`config.mk`:
```
export PLATFORM = sky130hd
export DESIGN_NAME = hhte_gravity
export DESIGN_NICKNAME = d
export VERILOG_FILES = /design/src/rtl/core/hhte_pkg.sv /design/src/rtl/core/hhte_gravity.sv
export SDC_FILE = /design/constraint.sdc
export NUM_CORES = 1
export LEC_CHECK = 0
export BUFFER_PORTS_ARGS = -buffer_cell sky130_fd_sc_hd__buf_2
export CAP_MARGIN = 20
export CORE_MARGIN = 2
export CORE_UTILIZATION = 48
export DETAILED_ROUTE_END_ITERATION = 6
export HOLD_SLACK_MARGIN = 0.03
export MAX_ROUTING_LAYER = met4
export SYNTH_ARGS = -nofsm -noshare
export SYNTH_HDL_FRONTEND = slang
export SYNTH_SLANG_ARGS = --single-unit
```
`constraint.sdc`:
```
create_clock -name clk -period 9.3 [get_ports clk]
set_input_delay 1.86 -clock clk [delete_from_list [all_inputs] [get_ports clk]]
set_output_delay 1.86 -clock clk [all_outputs]
set_load 0.05 [all_outputs]
```
`src/rtl/core/hhte_pkg.sv`:
```
package hhte_pkg;

  localparam int PLY_LIMIT_DEF = 64;
  localparam int SCORE_W = 16;
  localparam int MOVE_W = 32;
  localparam int BF_AW = 13;
  localparam int CTX_AW = 19;
  localparam int CTX_DEPTH = 294912;
  localparam int REPLY_AW = 10;
  localparam int REPLY_DEPTH = 768;
  localparam int BF_DEPTH = 8192;
  localparam logic [2:0] NO_PIECE = 3'd6;

  typedef enum logic [2:0] {
    ACT_CLEAR   = 3'd0,
    ACT_QUIET   = 3'd1,
    ACT_CAPTURE = 3'd2,
    ACT_PENALTY = 3'd3,
    ACT_QUERY   = 3'd4
  } action_t;

  typedef enum logic [3:0] {
    ST_IDLE,
    ST_CLEAR,
    ST_READ,
    ST_MUL,
    ST_DIV,
    ST_WRITE,
    ST_OUT
  } state_t;

  typedef struct packed {
    logic [2:0] action;
    logic [31:0] move_code;
    logic side;
    logic [2:0] piece_kind;
    logic [5:0] from_square;
    logic [5:0] to_square;
    logic [6:0] search_depth;
    logic [6:0] search_ply;
    logic [2:0] last_piece;
    logic [5:0] last_to;
    logic [2:0] earlier_piece;
    logic [5:0] earlier_to;
  } in_word_t;

  typedef struct packed {
    logic signed [15:0] combined_score;
    logic [31:0] killer_first;
    logic [31:0] killer_second;
    logic [31:0] counter_move;
  } out_word_t;

  // Gravity step after the product and the decay quotient are known.
  function automatic logic signed [15:0] grav_sat(input logic signed [15:0] s,
                                                  input logic [13:0] b,
                                                  input logic signed [15:0] decay,
                                                  input logic reward);
    logic signed [18:0] nv;
    begin
      nv = 19'(s) + (reward ? $signed({5'd0, b}) : -$signed({5'd0, b})) - 19'(decay);
      if (nv > 19'sd32767) grav_sat = 16'sh7fff;
      else if (nv < -19'sd32768) grav_sat = 16'sh8000;
      else grav_sat = nv[15:0];
    end
  endfunction

endpackage

```
`src/rtl/core/hhte_gravity.sv`:
```
module hhte_gravity (
  input  logic clk,
  input  logic rst,
  input  logic start,
  input  logic signed [15:0] score,
  input  logic [6:0] depth,
  input  logic reward,
  output logic done,
  output logic signed [15:0] result
);
  import hhte_pkg::*;

  // Decay is |b*s| / 32767, taken as (x + (x >> 15) + 1) >> 15, which is exact for x
  // below 2**30.
  logic [13:0] b;
  logic neg;
  logic signed [15:0] s_hold;
  logic [15:0] mag;
  logic [29:0] prod;
  logic [29:0] quo_sum;
  logic [15:0] quo;
  logic [1:0] stage;
  logic signed [15:0] decay;

  always_ff @(posedge clk) begin
    if (rst) begin
      stage <= 2'd0;
      done <= 1'b0;
    end else begin
      done <= (stage == 2'd2);
      if (start) stage <= 2'd1;
      else if (stage != 2'd0) stage <= (stage == 2'd1) ? 2'd2 : 2'd0;
    end
  end

  assign mag = s_hold[15] ? 16'(-s_hold) : 16'(s_hold);
  assign quo_sum = prod + {15'd0, prod[29:15]} + 30'd1;

  always_ff @(posedge clk) begin
    if (start) begin
      b <= 14'(depth) * 14'(depth);
      neg <= score[15];
      s_hold <= score;
    end
    if (stage == 2'd1) prod <= 30'(b) * 30'(mag);
    if (stage == 2'd2) quo <= {1'b0, quo_sum[29:15]};
  end

  assign decay = neg ? -$signed(quo) : $signed(quo);
  assign result = grav_sat(s_hold, b, decay, reward);
endmodule

```
# ---- Word-level counts from Yosys, hierarchy flattened
# Cells that the tools add are included.
dict set report word_totals {
  register_bits 79
  latch_bits 0
  ram_bits 0
  mem_bits_ro 0
  inputBits 27
  wordCells 32
  memories 0
}
dict set report classes {
  add_sub_neg 7
  multipliers 2
  n_div 0
  n_lt_le_gt_ge 2
  eq_ne 2
  n_shift 0
  n_mux 8
  bitwise_logic 0
  n_reduce_logical 3
}
# cell count
set ops {}
lappend ops {{two-way mux 16 bit} 4}
lappend ops {{adder 30 x 1 -> 30 bit (second input constant)} 1}
lappend ops {{adder 30 x 15 -> 30 bit} 1}
lappend ops {{multiplier 14 x 16 -> 30 bit} 1}
lappend ops {{adder 16 x 19 -> 19 bit} 1}
lappend ops {{greater-than comparator 19 x 16 -> 1 bit (second input constant)} 1}
lappend ops {{less-than comparator 19 x 16 -> 1 bit (second input constant)} 1}
lappend ops {{two-way mux 19 bit} 1}
lappend ops {{negator 14 -> 19 bit} 1}
lappend ops {{subtractor 19 x 16 -> 19 bit} 1}
lappend ops {{negator 15 -> 16 bit} 1}
lappend ops {{negator 16 bit} 1}
lappend ops {{multiplier 7 x 7 -> 14 bit} 1}
lappend ops {{nonzero test 2 bit} 2}
lappend ops {{equality test 2 x 1 -> 1 bit (second input constant)} 1}
lappend ops {{equality test 2 bit (second input constant)} 1}
lappend ops {{two-way mux 1 bit} 2}
lappend ops {{two-way mux 2 bit} 1}
lappend ops {{OR reduction 2 bit} 1}

# ---- Logic depth before layout (Yosys ltp)
dict set report logic_depth {
  depth_word 7
  mapped_depth 29
  ltp_nobuf 28
}

# ---- Worst setup path before layout
# OpenSTA, ideal clock, no wires.
dict set report synth_timing {
  path_kind {input-to-output}
  from {input reward}
  to {output result[4]}
  t_arrival_ns 5.940
  setup_slack_ns 1.500
  path_stages 13
  cell_sequence {clkbuf_1 > nor2_1 > xor2_1 > fa_1 > ha_1 > a2111o_1 > o2111ai_1 > nand2_1 > a311o_1 > a21oi_1 > xnor2_1 > a31oi_4 > o31ai_1}
}
dict set report synth_via {
  elab_chain_len 6
}
# item line_no
set synth_lines {}
lappend synth_lines {{start, declared} hhte_gravity.sv:7} ;# input logic reward,
lappend synth_lines {{two-way mux 19 bit *} hhte_pkg.sv:61} ;# nv = 19'(s) + (reward ? $signed({5'd0, b}) : -$signed({5'd0, b})) - 19'(decay);
lappend synth_lines {{adder 16 x 19 -> 19 bit *} hhte_pkg.sv:61}
lappend synth_lines {{subtractor 19 x 16 -> 19 bit *} hhte_pkg.sv:61}
lappend synth_lines {{less-than comparator 19 x 16 -> 1 bit} hhte_pkg.sv:63} ;# else if (nv < -19'sd32768) grav_sat = 16'sh8000;
lappend synth_lines {{two-way mux 16 bit} hhte_pkg.sv:63}
lappend synth_lines {{two-way mux 16 bit *} hhte_pkg.sv:62} ;# if (nv > 19'sd32767) grav_sat = 16'sh7fff;
lappend synth_lines {{end, declared} hhte_gravity.sv:9} ;# output logic signed [15:0] result
# Mark *: on every way between the ends. The rest lies on a longest branch, timed or not.

# ---- Worst setup path in the final report
dict set report layout_timing {
  from {register s_hold[3]}
  to {register prod[23], data pin}
}
dict set report layout_via {
  elab_chain_len 3
}
# item line_no
set layout_lines {}
lappend layout_lines {{start, declared} hhte_gravity.sv:17} ;# logic signed [15:0] s_hold;
lappend layout_lines {{start signal, assigned} hhte_gravity.sv:43} ;# s_hold <= score;
lappend layout_lines {{negator 16 bit} hhte_gravity.sv:36} ;# assign mag = s_hold[15] ? 16'(-s_hold) : 16'(s_hold);
lappend layout_lines {{two-way mux 16 bit *} hhte_gravity.sv:36}
lappend layout_lines {{multiplier 14 x 16 -> 30 bit *} hhte_gravity.sv:45} ;# if (stage == 2'd1) prod <= 30'(b) * 30'(mag);
lappend layout_lines {{end signal, assigned} hhte_gravity.sv:45}
lappend layout_lines {{end, declared} hhte_gravity.sv:19} ;# logic [29:0] prod;
# Marked as above.
# A chain may end at the register's enable or synchronous reset.

==> flow_summary_export.csv <==
group,metric,value,unit
yosys,netlist_top_cells_count,"235 x inv_1, 195 x fa_1, 155 x ha_1, 145 x nand2_1, 102 x and2_1",
worst_hold_path,hp-start,"stage[0]",
grt,grtUsageTotal,24.0,%
grt,grt_pass1_wl,52200,µm
setup_path,cp.arrival,8.28,ns
sta,final.period_utilization,88.1,%
place,place_ws,1.17,ns
yosys,yosys.area.top_type,"fa_1",
place,place.gp.congestion,0.910,
clock_network,htreeDepth,3,
yosys,synthSimpleGateAreaFrac,14.9,%
yosys,synthAdderAreaFrac,43.6,%
drt,drt-pass1-iter-count,5,
yosys,synth_top_family_by_area,"adder cells",
worst_hold_path,whs_path_depth,2,
drt,via_per_inst,5.20,
drt,totalWireLength,31700,µm
setup_path,cp_slowest_stage_delay,0.64,ns
yosys,synth_area_leaders,"fa_1 29%, edfxtp_1 17%, ha_1 14%",
die,die_w,171,µm
worst_hold_path,min_to,"done",
die,die_h,171,µm
yosys,synthCells,1398,
yosys,synth_top_area_share,29.1,%
clock_network,cts_resized,0,
yosys,synthFlopType,"edfxtp_1",
grt,first_global_vias,9832,
setup_path,critPathMaxFanout,10,
sta,slew_violations,0,
die,pin_count,44,
yosys,yosysMostFrequentCell,"inv_1",
sta,rsz0062_at_grt,"no",
yosys,syn_avg_cell_area,9.59,µm²
setup_path,regToRegStartpoint,"s_hold[3]",
clock_network,clock_latency,0.34,ns
clock_network,clockRootBuffer,"clkbuf_16",
yosys,ys_types,60,
finish,drive_gt1_share,7.74,%
sta,period_minus_slack,8.19,ns
sta,setup_viol_count_final,0,
finish,fin_nets,1819,
drt,drc_errors,0,
yosys,yosys_warnings,0,
clock_network,cts_tree,"built",
sta,slew_headroom,31.0,%
sta,fmax,122,MHz
grt,antenna_found_initial,0,
grt,grt_max_degree,33,
yosys,synth-seq-cells,77,
yosys,synth_edf_count,74,
drt,postRouteAntennaNets,0,
die,rows,61,
setup_path,crit_top_cell,"fa_1",
die,dieArea,0.0293,mm²
drt,vias,9497,
drt,wl_per_cell,17.4,µm
sta,hold_viol,0,
clock_network,ctsHoldBuffers,0,
sta,skew,0.0108,ns
setup_path,start_kind,"flop",
run,max-cap-violations,0,
place,hpwl,25500,µm
setup_path,worstPathRequired,9.39,ns
clock_network,clock_sinks,77,
finish,fillers,2617,
yosys,ys_async_sr_fraction,0,%
sta,final.setup.worst_slack,1.11,ns
place,port_buffers,43,
setup_path,cp_slowest_cell,"nor4_1",
die,initial_core_util,48.5,%
setup_path,reg2reg_slack,1.11,ns
sta,worstMarginPinSlew,1.02,ns
clock_network,cts_buffers,9,
run_status,status,"complete, no violations",
setup_path,worst-setup-path-type,"flop to flop",
clock_network,clk_pin_slew,0.07,ns
die,coreArea,0.0276,mm²
yosys,synth_xor_area_share,7.48,%
yosys,synth_mux_area_share,0.243,%
drt,drt_iter0_markers,582,
clock_network,cts_setup_buffers,0,
worst_hold_path,min_path_type,"flop to flop",
yosys,synth_area,0.0134,mm²
sta,tns,0,ns
setup_path,rr_worst_depth,25,
setup_path,r2r-end,"prod[23]",
clock_network,cts_buffer_depth,2,
yosys,yosysSeqAreaShare,17.0,%
yosys,synth-compound-area-share,8.83,%
finish,syn2layout_area_growth,7.90,%
grt,globalRouteOverflowTotal,0,
setup_path,cp-end-kind,"flop",
finish,n_antenna_cell,0,
cells by family (layout without fill, tap and decap cells):
| family | Yosys count | after routing |
|---|---|---|
| multiplexers | 3 | 3 |
| AO/OA/AOI/OAI | 176 | 176 |
| other | 2 | 16 |
| adder cells (fa/ha/maj) | 350 | 350 |
| buffers and inverters | 280 | 315 |
| flip-flops | 77 | 77 |
| AND/OR/NAND/NOR | 398 | 398 |
| XOR/XNOR | 112 | 112 |
per-stage QoR:
| step | std cells | util [%] | hold slack [ns] | instance area [µm²] |
|---|---|---|---|---|
| 3_3_place_gp | 1808 | 51.2 | 0.513 | 14200 |
| 4_1_cts | 1824 | 52.3 | 0.531 | 14500 |
| 2_1_floorplan | 1412 | - | 0.554 | 13500 |
| 6_report | 1825 | 52.4 | 0.528 | 14500 |
| 3_5_place_dp | 1808 | 51.2 | 0.521 | 14200 |
| 5_1_grt | 1825 | 52.4 | 0.556 | 14500 |
final cells by class:
| class | count | area [µm²] | share of cell area, % |
|---|---|---|---|
| inverters | 235 | 882 | 6.10 |
| repair buffers | 64 | 373 | 2.58 |
| multi-input cells | 1055 | 10200 | 70.2 |
| flip-flops and latches | 77 | 2280 | 15.8 |
| clock buffers | 9 | 225 | 1.56 |
| well taps | 378 | 473 | 3.27 |
| clock inverters | 7 | 80.1 | 0.553 |
per-layer routing:
layer / share of wire [%] / up-vias / track usage, %
met4: 1.7 / 0 / 4.94
li1: - / 4576 / -
met1: 45 / 4696 / 31.3
met2: 50 / 190 / 40.9
met3: 4.0 / 35 / 2.52
met5: 0 / - / -
flip-flops by register name (all words and copies together), names as in the netlist:
register	cells
done	1
quo	15
b	13
neg	1
s_hold	15
prod	30
stage	2
layout by cell type (no fill, tap or decap), types with 4 or more instances in the layout:
| master | instances |
|---|---|
| clkbuf_16 | 9 |
| xnor2_1 | 64 |
| ha_1 | 155 |
| edfxtp_1 | 74 |
| xnor2_2 | 4 |
| conb_1 | 16 |
| buf_4 | 21 |
| inv_1 | 235 |
| nand2b_1 | 10 |
| nand4_1 | 4 |
| a31o_2 | 4 |
| nor2_1 | 50 |
| a31oi_1 | 6 |
| a21o_1 | 21 |
| nand3_1 | 16 |
| o21ai_2 | 10 |
| buf_2 | 43 |
| nor3_1 | 15 |
| a211oi_1 | 4 |
| nor2b_1 | 18 |
| o21ai_0 | 28 |
| fa_1 | 195 |
| xor2_1 | 43 |
| and2_1 | 102 |
| and3_1 | 12 |
| a211o_1 | 5 |
| o21a_1 | 11 |
| o211ai_1 | 4 |
| o31ai_1 | 7 |
| or3_1 | 5 |
| a21oi_1 | 48 |
| o21bai_1 | 9 |
| nand2_1 | 145 |
| nor4_1 | 7 |
critical path, delay by kind of cell, from the launching register on:
kind / cells / cell delay [ns]
fa+ha+maj: 7 / 3.30
simple gates: 5 / 1.73
compound gates: 7 / 1.69
flops: 1 / 0.52
xor+xnor: 2 / 0.52
buf+inv: 4 / 0.20
worst max path at each step:
| stage | start | endpoint |
|---|---|---|
| after global placement | s_hold[3] | prod[23] |
| after global routing | s_hold[3] | prod[23] |
| after CTS | s_hold[3] | prod[23] |
| after detailed placement | s_hold[3] | prod[23] |
| final | s_hold[3] | prod[23] |
| after floorplan | reward | result[4] |
Power is left out: the tool's default activity adds up to more than one toggle a clock period on the data nets, which glitch-free logic cannot reach.
